==> src/design/point_sprite_rasterizer_macros.svh <==
// assertion helpers shared by the rasterizer rtl
`ifndef POINT_SPRITE_RASTERIZER_MACROS_SVH
`define POINT_SPRITE_RASTERIZER_MACROS_SVH

// same-cycle implication, checked outside reset
`define PSR_ASSERT_NOW(label, ck, rst_n, pre, post) \
	label: assert property (@(posedge ck) disable iff (!rst_n) (pre) |-> (post)) \
		else $error("psr: same-cycle check failed");

// next-cycle implication, checked outside reset
`define PSR_ASSERT_NEXT(label, ck, rst_n, pre, post) \
	label: assert property (@(posedge ck) disable iff (!rst_n) (pre) |=> (post)) \
		else $error("psr: next-cycle check failed");

`endif

==> src/design/psr_pkg.sv <==
`default_nettype none

package psr_pkg;

	// port field width and internal coordinate width (field plus add headroom)
	localparam int FIELD_W    = 16;
	localparam int CALC_W     = 18;
	localparam int SIZE_W     = 4;
	localparam int CFG_IDX_W  = 3;
	localparam int CFG_DATA_W = 16;
	// one pixel in q12.4 units
	localparam int PIX_STEP   = 16;

	// register indexes
	localparam logic [CFG_IDX_W-1:0] REG_SPRITE_SIZE   = 3'd0;
	localparam logic [CFG_IDX_W-1:0] REG_CLIP_MIN_X    = 3'd1;
	localparam logic [CFG_IDX_W-1:0] REG_CLIP_MAX_X    = 3'd2;
	localparam logic [CFG_IDX_W-1:0] REG_CLIP_MIN_Y    = 3'd3;
	localparam logic [CFG_IDX_W-1:0] REG_CLIP_MAX_Y    = 3'd4;
	localparam logic [CFG_IDX_W-1:0] REG_SMOOTH_ENABLE = 3'd5;

	typedef struct packed {
		logic signed [FIELD_W-1:0] vert_x;
		logic signed [FIELD_W-1:0] vert_y;
		logic [FIELD_W-1:0]        vertex_tag;
	} vertex_t;

	typedef struct packed {
		logic signed [FIELD_W-1:0] frag_x;
		logic signed [FIELD_W-1:0] frag_y;
		logic [FIELD_W-1:0]        frag_tag;
		logic                      last_fragment;
	} fragment_t;

	function automatic logic signed [CALC_W-1:0] widen(input logic signed [FIELD_W-1:0] v);
		return CALC_W'(v);
	endfunction

endpackage

`default_nettype wire

==> src/design/psr_intf.sv <==
`default_nettype none

interface psr_vertex_if;
	import psr_pkg::*;
	logic    valid;
	logic    ready;
	vertex_t data;
	modport source (output valid, output data, input ready);
	modport sink (input valid, input data, output ready);
endinterface

interface psr_fragment_if;
	import psr_pkg::*;
	logic      valid;
	logic      ready;
	fragment_t data;
	modport source (output valid, output data, input ready);
	modport sink (input valid, input data, output ready);
endinterface

`default_nettype wire

==> src/design/point_sprite_rasterizer.sv <==
// size 1 point: the vertex is held as the pending word and goes to the output register
//   from flush once the output is free; larger points pass setup, clip and row to reach the
//   first tested position, a word leaves one kept position later; vertices are taken only in
//   idle, one at a time; the walk tests one position a cycle unless a kept one waits for the output
// reset: arst_n clears the sequencer, the pending and output words and loads the register
//   defaults (size 1, clip 0..32767 on both axes, smooth off); no clearing pass
`default_nettype none

module point_sprite_rasterizer #(
	parameter int MAX_POINT_SIZE = 8
) (
	input  logic                              clk,
	input  logic                              arst_n,
	psr_vertex_if.sink                        vertex,
	psr_fragment_if.source                    fragment,
	input  logic                              cfg_we,
	input  logic [psr_pkg::CFG_IDX_W-1:0]     cfg_index,
	input  logic [psr_pkg::CFG_DATA_W-1:0]    cfg_data
);
	import psr_pkg::*;

	`include "point_sprite_rasterizer_macros.svh"

	// largest half side in q12.4 units, offset and square widths follow from it
	localparam int HALF_MAX = MAX_POINT_SIZE * 8;
	localparam int DW       = $clog2(HALF_MAX) + 1;
	localparam int SQW      = 2 * DW;

	// sequencer codes
	localparam logic [2:0] ST_IDLE  = 3'd0;  // waiting for a vertex
	localparam logic [2:0] ST_SETUP = 3'd1;  // raw square bounds, radius squared
	localparam logic [2:0] ST_CLIP  = 3'd2;  // clamp or reject against the clip box
	localparam logic [2:0] ST_ROW   = 3'd3;  // row test, dy squared
	localparam logic [2:0] ST_COL   = 3'd4;  // one position per cycle unless a kept one waits for the output
	localparam logic [2:0] ST_FLUSH = 3'd5;  // hand off the held word as the last one

	// configuration registers
	logic [SIZE_W-1:0]         sprite_size_q;
	logic signed [FIELD_W-1:0] clip_min_x_q;
	logic signed [FIELD_W-1:0] clip_max_x_q;
	logic signed [FIELD_W-1:0] clip_min_y_q;
	logic signed [FIELD_W-1:0] clip_max_y_q;
	logic                      smooth_q;

	always_ff @(posedge clk or negedge arst_n) begin
		if (!arst_n) begin
			sprite_size_q <= SIZE_W'(1);
			clip_min_x_q  <= '0;
			clip_max_x_q  <= 16'sh7FFF;
			clip_min_y_q  <= '0;
			clip_max_y_q  <= 16'sh7FFF;
			smooth_q      <= 1'b0;
		end else if (cfg_we) begin
			unique case (cfg_index)
				REG_SPRITE_SIZE:   sprite_size_q <= cfg_data[SIZE_W-1:0];
				REG_CLIP_MIN_X:    clip_min_x_q  <= cfg_data;
				REG_CLIP_MAX_X:    clip_max_x_q  <= cfg_data;
				REG_CLIP_MIN_Y:    clip_min_y_q  <= cfg_data;
				REG_CLIP_MAX_Y:    clip_max_y_q  <= cfg_data;
				REG_SMOOTH_ENABLE: smooth_q      <= cfg_data[0];
				default: ;  // unmapped index, dropped
			endcase
		end
	end

	// control and working state
	logic [2:0]               state_q, state_d;
	logic                     pend_valid_q;
	logic                     out_valid_q;
	logic [SIZE_W-1:0]        size_q;
	logic signed [CALC_W-1:0] vx_q, vy_q;
	logic [FIELD_W-1:0]       tag_q;
	logic signed [CALC_W-1:0] lo_x_q, hi_x_q, lo_y_q, hi_y_q;
	logic signed [CALC_W-1:0] x_q, y_q;
	logic signed [DW-1:0]     dx_q, dy_q;
	logic [SQW-1:0]           r2_q, dy2_q;
	logic [FIELD_W-1:0]       pend_x_q, pend_y_q;
	fragment_t                out_data_q;

	// size 0 behaves as 1, oversize saturates
	logic [SIZE_W-1:0] size_eff;
	logic              size_one;

	always_comb begin
		if (sprite_size_q == '0)
			size_eff = SIZE_W'(1);
		else if (sprite_size_q > SIZE_W'(MAX_POINT_SIZE))
			size_eff = SIZE_W'(MAX_POINT_SIZE);
		else
			size_eff = sprite_size_q;
	end

	assign size_one = (size_eff == SIZE_W'(1));

	// half side = size * 8 units
	logic signed [CALC_W-1:0] half_c;
	assign half_c = CALC_W'({size_q, 3'b000});

	// clip test: each bound clamps, or else may reject; low x rejects on equality with max_x
	logic signed [CALC_W-1:0] cmin_x, cmax_x, cmin_y, cmax_y;
	logic                     lo_x_under, hi_x_over, lo_y_under, hi_y_over;
	logic                     reject_c;
	logic signed [CALC_W-1:0] lo_x_c, hi_x_c, lo_y_c, hi_y_c;

	assign cmin_x = widen(clip_min_x_q);
	assign cmax_x = widen(clip_max_x_q);
	assign cmin_y = widen(clip_min_y_q);
	assign cmax_y = widen(clip_max_y_q);

	assign lo_y_under = (lo_y_q < cmin_y);
	assign hi_y_over  = (hi_y_q > cmax_y);
	assign lo_x_under = (lo_x_q < cmin_x);
	assign hi_x_over  = (hi_x_q > cmax_x);

	assign reject_c = (!lo_y_under && (lo_y_q > cmax_y))
	               || (!hi_y_over && (hi_y_q < cmin_y))
	               || (!lo_x_under && (lo_x_q >= cmax_x))
	               || (!hi_x_over && (hi_x_q < cmin_x));

	assign lo_y_c = lo_y_under ? cmin_y : lo_y_q;
	assign hi_y_c = hi_y_over ? cmax_y : hi_y_q;
	assign lo_x_c = lo_x_under ? cmin_x : lo_x_q;
	assign hi_x_c = hi_x_over ? cmax_x : hi_x_q;

	// shared squarer: radius in setup, |dy| at row start, |dx| per position
	logic [DW-1:0]  sq_op;
	logic [SQW-1:0] sq_res;

	always_comb begin
		unique case (state_q)
			ST_SETUP: sq_op = DW'({size_q, 3'b000});
			ST_ROW:   sq_op = dy_q[DW-1] ? DW'(-dy_q) : DW'(dy_q);
			default:  sq_op = dx_q[DW-1] ? DW'(-dx_q) : DW'(dx_q);
		endcase
	end

	assign sq_res = SQW'(sq_op) * SQW'(sq_op);

	// round mask: with smooth on, keep strictly inside the circle; smooth off keeps all
	logic [SQW:0] dist2;
	logic         keep;
	assign dist2 = {1'b0, sq_res} + {1'b0, dy2_q};
	assign keep  = !smooth_q || (dist2 < {1'b0, r2_q});

	logic row_live, col_live, out_free;
	assign row_live = (y_q < hi_y_q);
	assign col_live = (x_q < hi_x_q);
	assign out_free = !out_valid_q || fragment.ready;

	// sequencer; a kept position is held until the next kept one or the flush so the last word can be flagged
	logic push, push_last, pend_load, pend_clr;
	logic start_row, step_x, step_y;

	always_comb begin
		state_d   = state_q;
		push      = 1'b0;
		push_last = 1'b0;
		pend_load = 1'b0;
		pend_clr  = 1'b0;
		start_row = 1'b0;
		step_x    = 1'b0;
		step_y    = 1'b0;
		unique case (state_q)
			ST_IDLE: begin
				if (vertex.valid) begin
					state_d   = size_one ? ST_FLUSH : ST_SETUP;
					pend_load = size_one;
				end
			end
			ST_SETUP: state_d = ST_CLIP;
			ST_CLIP:  state_d = reject_c ? ST_IDLE : ST_ROW;
			ST_ROW: begin
				if (row_live) begin
					start_row = 1'b1;
					state_d   = ST_COL;
				end else begin
					state_d = ST_FLUSH;
				end
			end
			ST_COL: begin
				if (!col_live) begin
					step_y  = 1'b1;
					state_d = ST_ROW;
				end else if (!keep) begin
					step_x = 1'b1;
				end else if (!pend_valid_q || out_free) begin
					push      = pend_valid_q;
					pend_load = 1'b1;
					step_x    = 1'b1;
				end
			end
			ST_FLUSH: begin
				if (!pend_valid_q) begin
					state_d = ST_IDLE;
				end else if (out_free) begin
					push      = 1'b1;
					push_last = 1'b1;
					pend_clr  = 1'b1;
					state_d   = ST_IDLE;
				end
			end
			default: state_d = ST_IDLE;
		endcase
	end

	always_ff @(posedge clk or negedge arst_n) begin
		if (!arst_n) begin
			state_q      <= ST_IDLE;
			pend_valid_q <= 1'b0;
			out_valid_q  <= 1'b0;
		end else begin
			state_q <= state_d;
			if (pend_load)
				pend_valid_q <= 1'b1;
			else if (pend_clr)
				pend_valid_q <= 1'b0;
			if (push)
				out_valid_q <= 1'b1;
			else if (fragment.ready)
				out_valid_q <= 1'b0;
		end
	end

	// datapath registers
	always_ff @(posedge clk) begin
		if (state_q == ST_IDLE && vertex.valid) begin
			vx_q   <= widen(vertex.data.vert_x);
			vy_q   <= widen(vertex.data.vert_y);
			tag_q  <= vertex.data.vertex_tag;
			size_q <= size_eff;
		end
		if (state_q == ST_SETUP) begin
			lo_y_q <= vy_q - half_c;
			hi_y_q <= vy_q + half_c;
			lo_x_q <= vx_q - half_c;
			hi_x_q <= vx_q + half_c;
			r2_q   <= sq_res;
		end
		if (state_q == ST_CLIP) begin
			lo_x_q <= lo_x_c;
			hi_x_q <= hi_x_c;
			hi_y_q <= hi_y_c;
			y_q    <= lo_y_c;
			dy_q   <= DW'(lo_y_c - vy_q);
		end
		if (start_row) begin
			dy2_q <= sq_res;
			x_q   <= lo_x_q;
			dx_q  <= DW'(lo_x_q - vx_q);
		end
		if (step_x) begin
			x_q  <= x_q + CALC_W'(PIX_STEP);
			dx_q <= dx_q + DW'(PIX_STEP);
		end
		if (step_y) begin
			y_q  <= y_q + CALC_W'(PIX_STEP);
			dy_q <= dy_q + DW'(PIX_STEP);
		end
		// held word: the vertex itself for size 1, else the walk position
		if (pend_load) begin
			if (state_q == ST_IDLE) begin
				pend_x_q <= vertex.data.vert_x;
				pend_y_q <= vertex.data.vert_y;
			end else begin
				pend_x_q <= x_q[FIELD_W-1:0];
				pend_y_q <= y_q[FIELD_W-1:0];
			end
		end
		if (push) begin
			out_data_q.frag_x        <= pend_x_q;
			out_data_q.frag_y        <= pend_y_q;
			out_data_q.frag_tag      <= tag_q;
			out_data_q.last_fragment <= push_last;
		end
	end

	assign vertex.ready   = (state_q == ST_IDLE);
	assign fragment.valid = out_valid_q;
	assign fragment.data  = out_data_q;

	// a held word never outlives its vertex
	`PSR_ASSERT_NOW(a_pend_not_idle, clk, arst_n, pend_valid_q, state_q != ST_IDLE)
	// the final word ends the vertex
	`PSR_ASSERT_NEXT(a_last_to_idle, clk, arst_n, push && push_last, state_q == ST_IDLE)
	// x offset tracks the walk position
	`PSR_ASSERT_NOW(a_dx_track, clk, arst_n, state_q == ST_COL && col_live,
		dx_q == DW'(x_q - vx_q))
	// a stalled output word is never overwritten
	`PSR_ASSERT_NOW(a_no_overwrite, clk, arst_n, out_valid_q && !fragment.ready, !push)

endmodule

`default_nettype wire
==> src/flat_wrapper.sv <==
// flat-port wrapper written by rule: the top's interface ports become plain ports
module point_sprite_rasterizer_flat import psr_pkg::*;
#(
	parameter int MAX_POINT_SIZE = 8
)
  (clk, arst_n, cfg_we, cfg_index, cfg_data, vertex_valid, vertex_data, vertex_ready, fragment_valid, fragment_data, fragment_ready);
  psr_vertex_if vertex_i ();
  psr_fragment_if fragment_i ();
  input  logic clk;
  input  logic arst_n;
  input  logic cfg_we;
  input  logic [psr_pkg::CFG_IDX_W-1:0] cfg_index;
  input  logic [psr_pkg::CFG_DATA_W-1:0] cfg_data;
  input wire logic [$bits(vertex_i.valid)-1:0] vertex_valid;
  input wire logic [$bits(vertex_i.data)-1:0] vertex_data;
  output wire logic [$bits(vertex_i.ready)-1:0] vertex_ready;
  output wire logic [$bits(fragment_i.valid)-1:0] fragment_valid;
  output wire logic [$bits(fragment_i.data)-1:0] fragment_data;
  input wire logic [$bits(fragment_i.ready)-1:0] fragment_ready;
  assign vertex_i.valid = vertex_valid;
  assign vertex_i.data = vertex_data;
  assign vertex_ready = vertex_i.ready;
  assign fragment_valid = fragment_i.valid;
  assign fragment_data = fragment_i.data;
  assign fragment_i.ready = fragment_ready;
  point_sprite_rasterizer #(.MAX_POINT_SIZE(MAX_POINT_SIZE)) u_core (.clk(clk), .arst_n(arst_n), .vertex(vertex_i), .fragment(fragment_i), .cfg_we(cfg_we), .cfg_index(cfg_index), .cfg_data(cfg_data));
endmodule
==> config.mk <==
export PLATFORM = sky130hd
export DESIGN_NAME = point_sprite_rasterizer_flat
export DESIGN_NICKNAME = d
export VERILOG_FILES = /design/src/design/psr_pkg.sv /design/src/design/psr_intf.sv /design/src/design/point_sprite_rasterizer.sv /design/src/flat_wrapper.sv
export VERILOG_INCLUDE_DIRS = /design/src /design/src/design
export SDC_FILE = /design/constraint.sdc
export NUM_CORES = 1
export LEC_CHECK = 0
export ABC_AREA = 1
export BUFFER_PORTS_ARGS = -buffer_cell sky130_fd_sc_hd__buf_2
export CELL_PAD_IN_SITES_DETAIL_PLACEMENT = 0
export CELL_PAD_IN_SITES_GLOBAL_PLACEMENT = 1
export CORE_ASPECT_RATIO = 1.75
export CORE_UTILIZATION = 49
export CTS_BUF_LIST = sky130_fd_sc_hd__clkbuf_4
export DETAILED_ROUTE_END_ITERATION = 10
export PLACE_DENSITY_LB_ADDON = 0.3
export SYNTH_ARGS = -nofsm -noshare
export SYNTH_HDL_FRONTEND = slang
export SYNTH_SLANG_ARGS = --single-unit
==> constraint.sdc <==
create_clock -name clk -period 24.6 [get_ports clk]
set_clock_uncertainty 0.05 [all_clocks]
set_input_delay 1.23 -clock clk [delete_from_list [all_inputs] [get_ports clk]]
set_output_delay 1.23 -clock clk [all_outputs]
set_load 0.02 [all_outputs]
==> After elaboration in Yosys (flattened, before gate mapping) <==
Index checks and enable logic that the tools add are counted.
{ "word_totals": {"reg_bits": 357, "in_bits": 72, "output_inout_bits": 51} }
{ "op_classes": {"add_sub_neg": 13, "n_mul": 1, "n_lt_le_gt_ge": 12, "eq_ne": 17, "muxes": 56, "reduce_logical": 36} }
{ "ops": {"columns": ["operator", "n"], "rows": [
  ["$mux 18", 14],
  ["$lt 18x16->1", 4],
  ["$gt 18x16->1", 3],
  ["$mux 7", 6],
  ["$add 18x6->18 const B", 2],
  ["$lt 18x18->1", 2],
  ["$add 16x8->17", 2],
  ["$sub 16x8->17", 2],
  ["$mux 16", 2],
  ["$mux 1", 22],
  ["$ge 18x16->1", 1],
  ["$pmux 3 s6", 1],
  ["$reduce_and 2->1", 9],
  ["$add 14x14->15", 1],
  ["$lt 15x14->1", 1],
  ["$mux 3", 5],
  ["$add 7x6->7 const B", 2],
  ["$mul 7x7->14", 1],
  ["$neg 7->7", 2],
  ["$pmux 7 s2", 1],
  ["$sub 7x7->7", 2],
  ["$eq 3x2->1 const B", 4],
  ["$eq 3x3->1 const B", 4],
  ["$reduce_bool 2->1", 5],
  ["other kinds (15)", 37]
]} }

==> Depth between registers and ports, before layout <==
{ "logic_depth": {"depth_word": 11, "ltp_mapped": 45, "ltp_nobuf": 44} }

==> Least setup slack after synthesis <==
OpenSTA, ideal clock, no wires.
{ "synth_path": {"path_type": "reg2reg", "from": "register u_core.state_q[2]", "to": "register u_core.out_data_q (netlist bit u_core.fragment.data[0]), enable pin", "setup_time_ns": 0.408, "t_arrival_ns": 9.227, "required_ns": 24.142, "setup_slack_ns": 14.916, "stages_incl_launch_ff": 38, "synth_period_minus_slack_ns": 9.684, "cell_sequence": "dfrtp_1 > inv_2 > nand2_4 > nor2_1 > inv_1 > o211ai_1 > inv_1 > nand2_1 > nand2_1 > nand2_1 > inv_1 > ha_1 > inv_1 > fa_1 > inv_1 > fa_1 > inv_1 > fa_1 > (+2 left out) > inv_1 > o21ai_0 > a221oi_1 > o21ai_4 > xor2_1 > ha_1 > nand2_1 > o211a_1 > o311ai_0 > xor2_1 > ha_1 > a21o_1 > a21oi_1 > nand2_1 > nand3b_1 > nand2_2 > nand3_1 > nand2_1"} }
{ "synth_between": {"elab_chain_cells": 9} }
{ "synth_rtl": {"columns": ["item", "line_no", "text"], "rows": [
  ["from (decl)", "point_sprite_rasterizer.sv:67", "logic [2:0] state_q, state_d;"],
  ["from (signal assigned)", "point_sprite_rasterizer.sv:212", "state_q <= state_d;"],
  ["$eq 3x2->1 or $eq 3x1->1 (tied branches)", "point_sprite_rasterizer.sv:130", "unique case (state_q)"],
  ["$pmux 7 s2 (*)", "point_sprite_rasterizer.sv:130", null],
  ["$mul 7x7->14 (*)", "point_sprite_rasterizer.sv:137", "assign sq_res = SQW'(sq_op) * SQW'(sq_op);"],
  ["net u_core.sq_res[9]", "point_sprite_rasterizer.sv:127", "logic [SQW-1:0] sq_res;"],
  ["$add 14x14->15 (*)", "point_sprite_rasterizer.sv:142", "assign dist2 = {1'b0, sq_res} + {1'b0, dy2_q};"],
  ["$lt 15x14->1 (*)", "point_sprite_rasterizer.sv:143", "assign keep = !smooth_q || (dist2 < {1'b0, r2_q});"],
  ["$logic_or 1x1->1 (*)", "point_sprite_rasterizer.sv:143", null],
  ["$mux 1 (*)", "point_sprite_rasterizer.sv:184", "end else if (!keep) begin"],
  ["$mux 1 (*)", "point_sprite_rasterizer.sv:181", "if (!col_live) begin"],
  ["$pmux 1 s2 (*)", "point_sprite_rasterizer.sv:163", "unique case (state_q)"],
  ["net u_core.push", "point_sprite_rasterizer.sv:151", "logic push, push_last, pend_load, pend_clr;"],
  ["to (decl)", "point_sprite_rasterizer.sv:78", "fragment_t out_data_q;"]
]} }
Mark *: on every way through the listed nets, which the timed path passes. The rest lies on a longest branch.
A chain may end at the register's enable or synchronous reset.

==> Worst setup path in the final report <==
{ "layout_path": {"from": "register u_core.state_q[2]", "to": "register u_core.out_data_q (netlist bit u_core.fragment.data[31]), enable pin"} }
Same word-level chain as after synthesis.

==> summary.md <==
| Metric | Value |
|---|---|
| Slowest library cell on the worst path | nand2_2 |
| Final RePlAce weighted congestion | about 0.9 |
| Remaining DRCs | 0 |
| CP Buf/Inv Count | 10 |
| Library cells used by synthesis | 53 |
| Die boundary width | 162 um |
| Signal arrival time at the worst endpoint | 9770 ps |
| Post-cts gate resize count | 0 |
| Tot GR Track Use | 27.2% |
| Root buffer cell | clkbuf_4 |
| Max_slew headroom | 23.3% |
| Average wire per cell in the routed design | roughly 19 um |
| Post-DP HPWL | 47,700 um |
| Starting DRT DRC Count | 858 |
| Vert. Die Dim | 281 um |
| H-tree depth reported by CTS | 3 |
| Hold crit path type | reg2reg |
| Vias in the first global route | roughly 17k |
| IO Port Bufs | around 120 |
| Cell type with the highest occurrence count on the critical path | inv_1 |
| Hold Path Cell Cnt | 0 |
| Sink count of the clock tree | roughly 350 |
| Die outline area | 45,400 um^2 |
| RSZ-0062 raised after global routing | false |
| Post-Synth XOR/XNOR Area | 3.13% |
| First-pass detailed-route iteration total | 5 |
| Adder and majority gate portion of the synthesized area | 16.3% |
| Worst-path fanout max | just under 50 |
| Synth-to-Final Area Change | 10.6% |
| CP required | about 25,000 ps |
| Number of hold-repair buffers added at the cts stage | 0 |
| Run status | finished clean |
| Critical Path Sink | u_core.fragment.data[31] |
| Share of the clock period used by the worst path after layout | between 30% and 40% |
| R2r worst-path depth | 38 |
| Kind of capture point of the worst setup path | register |
| Yosys top cell area share | approximately two fifths |
| Routed Wire Length | 60,200 um |
| Largest buffer count on any clock path | 3 |
| CP delay by family, top | adder cells |
| Total CTS buffers | 84 |
| Worst Setup Start Kind | register |
| Final Setup Violations | 0 |
| Max incr delay on CP | 850 ps |
| Total number of placement rows | 101 |
| Slew Limit Fails | 0 |
| Total Nets Final | 2,901 |
| Post-CTS Setup Repair Bufs | 0 |
| Simple-gate area share of the yosys netlist | between 10% and 20% |
| Layout cells sized above 1 | 12.8% |
| Fraction of synthesized area in multiplexers | 0% |
| WS Path Type | reg2reg |
| Hold Vio Cnt, Final | 0 |
| Most frequent cells in the layout | nand2_1, inv_1, edfxtp_1 |
| Prevailing post-synth register cell | edfxtp_1 |
| Async set or reset register ratio after synthesis | 21.1% |
| Critical register-to-register path startpoint | u_core.state_q[2] |
| Main area contributors after synthesis | edfxtp_1, ha_1, nand2_1, inv_1, dfrtp_1 |
| Maximum number of pins on one net before global-route repair | between 70 and 80 |
| Crit. Startpoint | u_core.state_q[2] |
| Core Region | 43,600 um^2 |
| Mapped Area | 21,800 um^2 |
| I/O pin count | 123 |
| Count of max-cap constraint violations | 0 |
| Synth warn | 0 |
| Transition time of the tightest slew-check pin | 1150 ps |
| Global-route wire length before repair | 91,700 um |
| CTS clk-pin slew, worst paths | 80 ps |
| Worst setup slack for register-to-register paths | 15,180 ps |
| Initial standard-cell utilization of the core | between 50% and 60% |
| Total grt overflow | 0 |
| Total negative setup slack | 0 ps |
| Number of antenna violations at the first check in global routing | 3 |
| Post-synth EDFFs | 277 |
| Antenna-violating nets left | 0 |
| CTS tree | done |
| Vias per cell | ~5.3 |
| DR vias | around 17k |
| Share of the synthesized area in compound gates (AO/OA/AOI/OAI) | 8.99% |
| Number of instances in the synthesized netlist | 2,381 |
| Fin crit period | 9420 ps |
| Yosys top cell by area | edfxtp_1 |
| Destination of the worst register-to-register timing path | u_core.fragment.data[31] |
| Dominant combinational cell family by area after synthesis | simple AND/OR/NAND/NOR gates |
| Sequential element share of the synthesized area | 46.8% |
| Clock latency at the later pin of the worst-skew pair | 820 ps |
| Post-synthesis average cell area | around 9 um^2 |
| Achievable Freq | 0.106 GHz |
| Number of logic stages on the critical path including buffering | 38 |
| Most common library cell in the layout ignoring fill and taps | nand2_1 |
| Seq cells post-synth | 351 |
-- worst min-delay path by stage --
| stage | end | startpoint | slack [ps] |
|---|---|---|---|
| 2_1_floorplan | u_core.fragment.data[10] | u_core.tag_q[9] | 350 |
| 3_3_place_gp | u_core.fragment.data[10] | u_core.tag_q[9] | 350 |
| 3_5_place_dp | u_core.fragment.data[13] | u_core.tag_q[12] | 350 |
| 4_1_cts | u_core.fragment.data[40] | u_core.pend_x_q[7] | 350 |
| 5_1_grt | u_core.fragment.data[40] | u_core.pend_x_q[7] | 350 |
| 6_report | u_core.fragment.data[13] | u_core.tag_q[12] | 370 |
-- logic make-up after synthesis --
group	after synthesis
buffers and inverters	425
AOI/OAI and AO/OA	353
and+or+nand+nor	901
xor gates and xnor gates	78
adders and majority gates	272
other	1
DFF	351
-- cells in the mapped netlist (all sizes together) (2+ instances only) --
cell,n
nand4,23
clkbuf,29
dfrtp,43
fa,19
a211oi,3
xor2,63
xnor2,15
nor4,3
nor2,154
nand3b,7
dfstp,31
or2,5
and2,2
ha,253
buf,13
o21ai,194
o31ai,4
o22ai,11
o211ai,7
o21bai,13
edfxtp,277
a31oi,6
a21o,9
a21oi,96
nand3,99
nor3,32
nand2,575
o21a,5
inv,382
-- through the flow --
step | utilization, % | std cells | worst slack (ps) | instance area [um^2] | hold slack, ps
6_report | 55.4 | 3197 | 15180 | 24100 | 365
5_1_grt | 55.4 | 3197 | 14440 | 24100 | 351
4_1_cts | 55.3 | 3194 | 15120 | 24100 | 353
3_5_place_dp | 52.8 | 3037 | 15150 | 23000 | 355
3_3_place_gp | 52.8 | 3037 | 15450 | 23000 | 350
2_1_floorplan | - | 2382 | 14920 | 21800 | 350
-- layer usage --
metal / part of all wire (%) / global-route usage, %
met2: 55 / 52.5
met5: 0 / 0
met4: 7.5 / 19.5
met1: 34 / 25.6
met3: 4.0 / 3.97
-- layout make-up --
cell class                 instances  area [um^2]
fill                            3997        19500
sequential                       351        10200
multi-input combinational       1606         9980
inverter                         383         1460
clock buffer                     115          863
tap                              566          708
timing repair buffer             131          681
clock inverter                    42          231
antenna                            3         7.51
-- worst register-to-register path: cells and delay by family (launching register included) --
family | cells | cell delay, ps
AND/OR/NAND/NOR | 11 | 2050
XOR/XNOR | 2 | 390
AO/OA/AOI/OAI | 8 | 1960
adder cells (fa/ha/maj) | 7 | 2830
buffers and inverters | 10 | 1270
flip-flops | 1 | 460
-- sequential cells by signal, indices dropped and copies added, names as in the netlist, 7 cells and up --
name,flops
u_core.pend_y_q,16
u_core.x_q,18
u_core.clip_min_y_q,16
u_core.dy2_q,13
u_core.tag_q,16
u_core.clip_max_x_q,16
u_core.dx_q,7
u_core.pend_x_q,16
u_core.dy_q,7
u_core.lo_y_q,17
u_core.vx_q,16
u_core.vy_q,16
u_core.clip_max_y_q,16
u_core.y_q,18
u_core.clip_min_x_q,16
u_core.fragment.data,49
u_core.hi_x_q,17
u_core.hi_y_q,17
u_core.r2_q,13
u_core.lo_x_q,17
Power is left out: the tool's default activity adds up to more than one toggle a clock period on the data nets, which glitch-free logic cannot reach.
